===== config.mk =====
export PLATFORM = sky130hd
export DESIGN_NAME = chr_queue
export DESIGN_NICKNAME = d
export VERILOG_FILES = /design/src/hw/rtl/chr_pkg.sv /design/src/hw/rtl/chr_queue.sv
export SDC_FILE = /design/constraint.sdc
export NUM_CORES = 1
export LEC_CHECK = 0
export ABC_CLOCK_PERIOD_IN_PS = 2800
export BUFFER_PORTS_ARGS = -buffer_cell sky130_fd_sc_hd__buf_2
export CELL_PAD_IN_SITES_DETAIL_PLACEMENT = 1
export CELL_PAD_IN_SITES_GLOBAL_PLACEMENT = 1
export CORE_AREA = 10 10 113 115
export CTS_BUF_LIST = sky130_fd_sc_hd__clkbuf_8
export DETAILED_ROUTE_END_ITERATION = 6
export DIE_AREA = 0 0 123 125
export GPL_TIMING_DRIVEN = 0
export MAX_ROUTING_LAYER = met4
export PLACE_DENSITY_LB_ADDON = 0.1
export SLEW_MARGIN = 10
export SYNTH_ARGS = -nofsm -noshare
export SYNTH_HDL_FRONTEND = slang
export SYNTH_SLANG_ARGS = --single-unit

===== constraint.sdc =====
create_clock -name clk -period 2.8 [get_ports clk]
set_clock_uncertainty 0.05 [all_clocks]
set_input_delay 0.28 -clock clk [delete_from_list [all_inputs] [get_ports clk]]
set_output_delay 0.28 -clock clk [all_outputs]
set_load 0.01 [all_outputs]

===== src/hw/rtl/chr_pkg.sv =====
// Package for the consistent-hash ring: payload structs, op/status codes,
// FNV-1a constants and the mix function. No dependencies.
package chr_pkg;

  localparam int VNODES_DEF    = 8;
  localparam int MAX_NODES_DEF = 16;
  localparam int MAX_NAME_DEF  = 32;

  localparam logic [31:0] FNV_BASIS = 32'd2166136261;
  localparam logic [31:0] FNV_PRIME = 32'd16777619;

  localparam logic [1:0] OP_ADD    = 2'd0;
  localparam logic [1:0] OP_LOOKUP = 2'd1;
  localparam logic [1:0] OP_REMOVE = 2'd2;

  localparam logic [1:0] ST_DONE  = 2'd0;
  localparam logic [1:0] ST_FOUND = 2'd1;
  localparam logic [1:0] ST_EMPTY = 2'd2;
  localparam logic [1:0] ST_FULL  = 2'd3;

  typedef struct packed {
    logic [1:0] operation;
    logic [3:0] node_slot;
    logic [7:0] data_byte;
    logic       last;
  } in_item_t;

  typedef struct packed {
    logic [1:0]  status;
    logic [3:0]  owner_slot;
    logic [31:0] key_digest;
  } out_item_t;

  // Commands from front to back.
  typedef enum logic [1:0] {
    CMD_ADD,
    CMD_LOOKUP,
    CMD_REMOVE
  } cmd_kind_t;

  typedef struct packed {
    cmd_kind_t   kind;
    logic [3:0]  slot;
    logic [31:0] hash;
  } cmd_t;

  typedef enum logic [2:0] {
    FE_IDLE,
    FE_NAME,
    FE_COLON,
    FE_TENS,
    FE_ONES,
    FE_PUSH
  } fe_state_t;

  typedef enum logic [1:0] {
    BE_IDLE,
    BE_SCAN,
    BE_WRITE,
    BE_RESULT
  } be_state_t;

  // One FNV-1a step, the byte sign-extended as a signed char.
  function automatic logic [31:0] fnv_mix(input logic [31:0] h, input logic [7:0] b);
    logic [31:0] x;
    x = {{24{b[7]}}, b};
    return (h ^ x) * FNV_PRIME;
  endfunction

endpackage


===== src/hw/rtl/chr_queue.sv =====
// Two-entry command queue between front and back ends. Depends on chr_pkg.
module chr_queue (
  input  logic          clk,
  input  logic          rst_n,
  input  logic          wr_valid,
  output logic          wr_ready,
  input  chr_pkg::cmd_t wr_data,
  input  logic          wr_last,
  output logic          rd_valid,
  input  logic          rd_ready,
  output chr_pkg::cmd_t rd_data,
  output logic          rd_last
);
  import chr_pkg::*;

  cmd_t       mem_r [2];
  logic       lst_r [2];
  logic       wp_r, rp_r;
  logic [1:0] cnt_r;
  logic       push, pop;

  assign wr_ready = cnt_r != 2'd2;
  assign rd_valid = cnt_r != 2'd0;
  assign push     = wr_valid && wr_ready;
  assign pop      = rd_valid && rd_ready;
  assign rd_data  = mem_r[rp_r];
  assign rd_last  = lst_r[rp_r];

  always_ff @(posedge clk) begin
    if (push) begin
      mem_r[wp_r] <= wr_data;
      lst_r[wp_r] <= wr_last;
    end
  end

  always_ff @(posedge clk) begin
    if (!rst_n) begin
      wp_r  <= 1'b0;
      rp_r  <= 1'b0;
      cnt_r <= '0;
    end else begin
      if (push) wp_r <= ~wp_r;
      if (pop)  rp_r <= ~rp_r;
      cnt_r <= cnt_r + 2'(push) - 2'(pop);
    end
  end

  property p_cnt;
    @(posedge clk) disable iff (!rst_n) cnt_r <= 2'd2;
  endproperty
  assert property (p_cnt) else $error("queue count out of range");

  property p_cnt_step;
    @(posedge clk) disable iff (!rst_n)
      (push && !pop) |=> cnt_r == $past(cnt_r) + 2'd1;
  endproperty
  assert property (p_cnt_step) else $error("queue count lost a push");

  property p_hold;
    @(posedge clk) disable iff (!rst_n)
      (rd_valid && !rd_ready && cnt_r == 2'd2) |=> $stable(rp_r);
  endproperty
  assert property (p_hold) else $error("queue read pointer moved on stall");

endmodule


==> flow_summary.ini, run 1 <==
[clock_tree]
ctsHoldBuffers = 0
cts_buffers = 9
cts_tree = built
cts-root-buf = clkbuf_8
insertion_delay_ns = 0.34
cts.clk_slew.worst_paths_ns = 0.09
clock_sinks = 83
htree_levels = 3
cts_resized = 0
clock_path_buffers = 2
post_cts_buffers = 0

[pwr]
comb_power_share = 0.274
swShare = 0.276
power.switching_uw = 918
leakagePower_uw = 0.00148
p_total_uw = 3330
power_density_nw_per_um2 = 850
cell_internal_pwr_uw = 2410
ir_drop_mv = 0.321
p_clk_frac = 0.244
power_frac_seq = 0.482

[placement]
pre_cts_ws_ns = 1.04
gp_routability_congestion = 0.640
place_hpwl_mm = 4.58
io_buffers = 83
dp_cells = 370
place_area_um2 = 3730

[finish]
fin_cells = 386
syn_to_final_growth_pct = 26.7
utilization = 0.370
final_cell_mix = buf_2 (83), edfxtp_1 (78), mux2_2 (29), mux2_4 (10), clkbuf_8 (9)
n_antenna_cell = 0
final_common_cell = buf_2
fin_nets = 286
fillers = 1101
design_area_um2 = 3920
drive_gt1_frac = 0.585

[sta]
rsz0062_at_grt = no
finalCritPeriodShare = 0.664
relSlewSlack = 0.637
setup_ws_ns = 0.940
tightest_slew_ns = 0.544
slew_viol_final = 0
fmax_ghz = 0.538
finalCriticalPeriod_ns = 1.86
finalHoldViolCount = 0
setup_viol = 0

[setup_path]
worstReg2RegStart = cnt_r[0]
cp.arrival_ns = 1.53
cp_num_buf_inv = 3
slowest_delay_ns = 0.38
worstPathCellList = buf_6, buf_8, mux2_4, buf_2
crit_required_ns = 2.47
critical_path_class = flop to primary output
startpoint_type = flop
crit_path_end_kind = primary output
path_delay_family = buffers and inverters
worstPathMaxFanout = 10
critPathSlowestCell = dfxtp_1

[synth]
netlist_area_um2 = 3090
yosysTopAreaCellShare = 0.757
ys.warnings.count = 0
synth.area.top_cells = edfxtp_1 (76%), mux2_2 (11%), mux2_4 (4.9%)
yosys.area.top_type = edfxtp_1
synth.net_count = 190
ys_seq_elements = 83
synth_cell_types = 19
netlist_instances = 145
avgSynthCellArea_um2 = 21.3
yosysSeqAreaShare = 0.789

[floorplanning]
core_um2 = 10600
die_h_um = 125
io_pins = 84
row_count = 38
die_area_um2 = 15400
die_w_um = 123
start_util = 0.292

[worst_hold_path]
hp-class = input pin to flop
hp-start = wr_data[36]

[drt]
routed_wl_mm = 6.44
drtIter0Drc = 63
drtAntennaViolNets = 0
dr.pass1.iters = 4
drc_errors = 0
post_drt_wl_per_cell_um = 16.7
viasPerCell = 4.14
via_count = 1599

[global_routing]
overflow = 0
globalRouteTotalUtil = 0.0874
grt_pass1_vias = 1813
antenna_found_initial = 0
grt_pass1_wl_mm = 9.94
grt_max_degree = 26

[flow_run]
cap_violations = 0

[outcome]
status = finished clean
-- cells in the mapped netlist --
master,count
edfxtp_1,78
mux2_2,29
mux2i_1,1
and3_1,1
o21a_1,1
mux2_4,10
inv_1,1
dfxtp_1,5
ha_1,2
xnor2_1,3
or2_2,1
and2_1,2
buf_6,1
nand2b_1,2
nand2_1,2
buf_4,2
buf_8,1
nor2_1,1
nor2b_1,2
-- kinds of logic (layout without fill, tap and decap cells) --
family,Yosys count,in the layout,synth area share
AOI/OAI and AO/OA,1,1,0.00243
xor gates and xnor gates,3,3,0.00849
adders and majority gates,2,2,0.00809
buffers and inverters,5,106,0.0146
DFF,83,83,0.789
muxes,40,40,0.157
and+or+nand+nor,11,11,0.0198
-- state kept, by name, indices dropped and copies added, names as in the netlist, named ones only --
signal,cells
wp_r,1
cnt_r,2
lst_r,2
mem_r,76
rp_r,1
-- through the flow --
step           setup TNS (ns)  hold WS (ns)
2_1_floorplan               0         0.329
3_3_place_gp           -47.21         0.419
3_5_place_dp                0         0.422
4_1_cts                     0        0.0519
5_1_grt                     0        0.0496
6_report                    0        0.0720
-- power groups by stage --
stage	sequential, uW	combinational [uW]	clock, uW
floorplan	1630	582	0
global placement	1650	917	0
detailed placement	1640	950	0
CTS	1610	955	847
global route	1620	1010	900
finish	1610	913	813
-- routing by layer --
metal / vias to the layer above / routed length [um] / track usage / share of wire
met5: - / 0 / - / 0
met2: 54 / 3240 / 0.138 / 0.50
li1: 751 / - / - / -
met1: 784 / 2670 / 0.100 / 0.42
met4: 0 / 92 / 0.0391 / 0.014
met3: 10 / 436 / 0.0270 / 0.068
-- worst paths after layout --
check	end	slack [ns]	depth (start not counted)
setup / recovery	rd_data[31]	0.94	4
hold / removal	mem_r[0][36]	0.07	1
setup reg to reg	mem_r[0][24]	1.04	4
hold reg to reg	wp_r	0.48	2
-- worst reg2reg max path: cells and delay by family (launching register included) --
family        cells  cell delay [ns]
buf+inv           1             0.26
flops             1             0.36
simple gates      3             0.76
-- cell type report --
type / instances / area [um2] / share of cell area
timing repair buffer: 85 / 455 / 0.116
buffer: 4 / 41.3 / 0.0105
clock inverter: 7 / 63.8 / 0.0163
tap: 140 / 175 / 0.0447
clock buffer: 9 / 124 / 0.0316
multi-input combinational: 57 / 616 / 0.157
inverter: 1 / 3.75 / 0.000957
sequential: 83 / 2440 / 0.623
(Power assumes the default switching activity.)
==> inputs of run 2 (changes only) <==
--- a/config.mk
+++ b/config.mk
@@ -5,7 +5,7 @@
 export SDC_FILE = /design/constraint.sdc
 export NUM_CORES = 1
 export LEC_CHECK = 0
-export ABC_CLOCK_PERIOD_IN_PS = 2800
+export ABC_CLOCK_PERIOD_IN_PS = 1700
 export BUFFER_PORTS_ARGS = -buffer_cell sky130_fd_sc_hd__buf_2
 export CELL_PAD_IN_SITES_DETAIL_PLACEMENT = 1
 export CELL_PAD_IN_SITES_GLOBAL_PLACEMENT = 1
==> constraint.sdc (replaced) <==
create_clock -name clk -period 1.7 [get_ports clk]
set_clock_uncertainty 0.05 [all_clocks]
set_input_delay 0.17 -clock clk [delete_from_list [all_inputs] [get_ports clk]]
set_output_delay 0.17 -clock clk [all_outputs]
set_load 0.01 [all_outputs]
==> flow_summary.ini, run 2 (synthesis results as in run 1) <==
[setup_path]
startpoint_type = flop
worstPathMaxFanout = 7
crit_required_ns = 1.48
crit_path_end_kind = primary output
critical_path_class = flop to primary output
cp.arrival_ns = 1.42

[sta]
setup_viol = 0
finalHoldViolCount = 0
setup_ws_ns = 0.0633
relSlewSlack = 0.603
slew_viol_final = 0
rsz0062_at_grt = yes
tightest_slew_ns = 0.596
finalCriticalPeriod_ns = 1.64
finalCritPeriodShare = 0.963
fmax_ghz = 0.611

[pwr]
power_density_nw_per_um2 = 1340
p_total_uw = 6110
p_clk_frac = 0.245
leakagePower_uw = 0.00175
power_frac_seq = 0.437
swShare = 0.260
comb_power_share = 0.318
ir_drop_mv = 0.565
power.switching_uw = 1590
cell_internal_pwr_uw = 4520

[global_routing]
globalRouteTotalUtil = 0.0876
antenna_found_initial = 0
grt_use_met2 = 0.135
grt_pass1_vias = 1934
grt_busiest_layer = met2
grt_pass1_wl_mm = 10.1
grtUsageMet3 = 0.0288
overflow = 0
grt_max_degree = 40
met1_usage = 0.107

[worst_hold_path]
hp-class = input pin to flop

[floorplanning]
io_pins = 84
die_h_um = 125
die_area_um2 = 15400
start_util = 0.292
core_um2 = 10600
die_w_um = 123
row_count = 38

[finish]
n_antenna_cell = 0
fin_nets = 331
regMostFlops = mem_r
ff_latch_area_um2 = 2450
syn_to_final_growth_pct = 47.4
top_regs = mem_r: 76 flops, cnt_r: 2 flops, lst_r: 2 flops
largest_reg_flops = 76
multiInputGateArea_um2 = 656
final_cell_mix = edfxtp_1 (78), buf_2 (69), dlygate4sd3_1 (39), mux2_2 (26), buf_6 (15)
drive_gt1_frac = 0.540
final_common_cell = edfxtp_1
fillers = 1054

[clock_tree]
cts.clk_slew.worst_paths_ns = 0.08
clock_path_buffers = 2
insertion_delay_ns = 0.34
cts_tree = built
cts_buffers = 9
htree_levels = 3
cts-root-buf = clkbuf_8
clock_sinks = 83

[placement]
pre_cts_ws_ns = -0.182
place_hpwl_mm = 4.42
gp_routability_congestion = 0.641
io_buffers = 83

[flow_run]
cap_violations = 0

[drt]
drtIter0Drc = 40
via_count = 1772
drtAntennaViolNets = 0
routed_wl_mm = 6.79
drc_errors = 0
post_drt_wl_per_cell_um = 15.8
viasPerCell = 4.11
dr.pass1.iters = 3

[outcome]
status = finished clean
## run 2: cell types whose count changed in the layout (fill, tap and decap cells not counted), sizes merged
| cell | change |
|---|---|
| dlygate4sd3 | +39 |
| bufinv | +1 |
| clkinv | +1 |
| buf | +5 |
| clkbuf | +2 |
| clkinvlp | -3 |
## run 2: final timing paths
path	from	to	slack, ns	depth (start not counted)
max	flop	rd_data[4]	0.06	4
min	rst_n	cnt_r[0]	0.07	2
min reg2reg	wp_r	wp_r	0.49	2
max reg2reg	cnt_r[1]	cnt_r[1]	0.07	7
## run 2: layout make-up
class / count / share of cell area
Clock inverter: 6 / 0.0167
Multi-Input combinational cell: 57 / 0.144
Sequential cell: 83 / 0.537
Buffer: 4 / 0.0118
Tap cell: 140 / 0.0384
Clock buffer: 10 / 0.0302
Inverter: 1 / 0.000823
Timing Repair Buffer: 130 / 0.221
## run 2: worst max-delay path: stages (launching register included)
cell     delay [ns]
dfxtp_4        0.37
buf_8          0.14
buf_12         0.12
mux2_2         0.33
buf_6          0.12
## run 2: layer usage
layer	share of wire	wire, um
met1	0.45	3030
met2	0.50	3360
met3	0.047	318
met4	0.011	76
met5	0	0
## run 2: power groups by stage
stage	Sequential [uW]	Combinational, uW	Clock [uW]
after global routing	2700	2110	1660
after global placement	2700	1540	0
after detailed placement	2700	1560	0
after floorplan	2680	976	0
after CTS	2660	1750	1560
final	2670	1940	1500
## run 2: per-stage QoR
| stage | instances | area (um2) | hold WS, ns | utilization | setup TNS (ns) |
|---|---|---|---|---|---|
| 6_report | 431 | 4560 | 0.0741 | 0.430 | 0 |
| 5_1_grt | 431 | 4560 | 0.0777 | 0.430 | -0.0187 |
| 4_1_cts | 429 | 4400 | 0.0602 | 0.415 | 0 |
| 3_5_place_dp | 369 | 3720 | 0.311 | 0.351 | -10.16 |
| 3_3_place_gp | 368 | 3700 | 0.309 | 0.349 | -26.08 |
| 2_1_floorplan | 145 | 3110 | 0.219 | - | 0 |
## run 2: what timing repair did
| item | CTS | global route |
|---|---|---|
| endpoints found under the hold margin | 78 | 0 |
| buffers inserted | 5 | 1 |
| hold buffers | 39 | 0 |
| endpoints found under the setup margin | 74 | 19 |
| gates cloned | 0 | 1 |
| pin swaps | 1 | 1 |
| gates resized for setup | 4 | 27 |
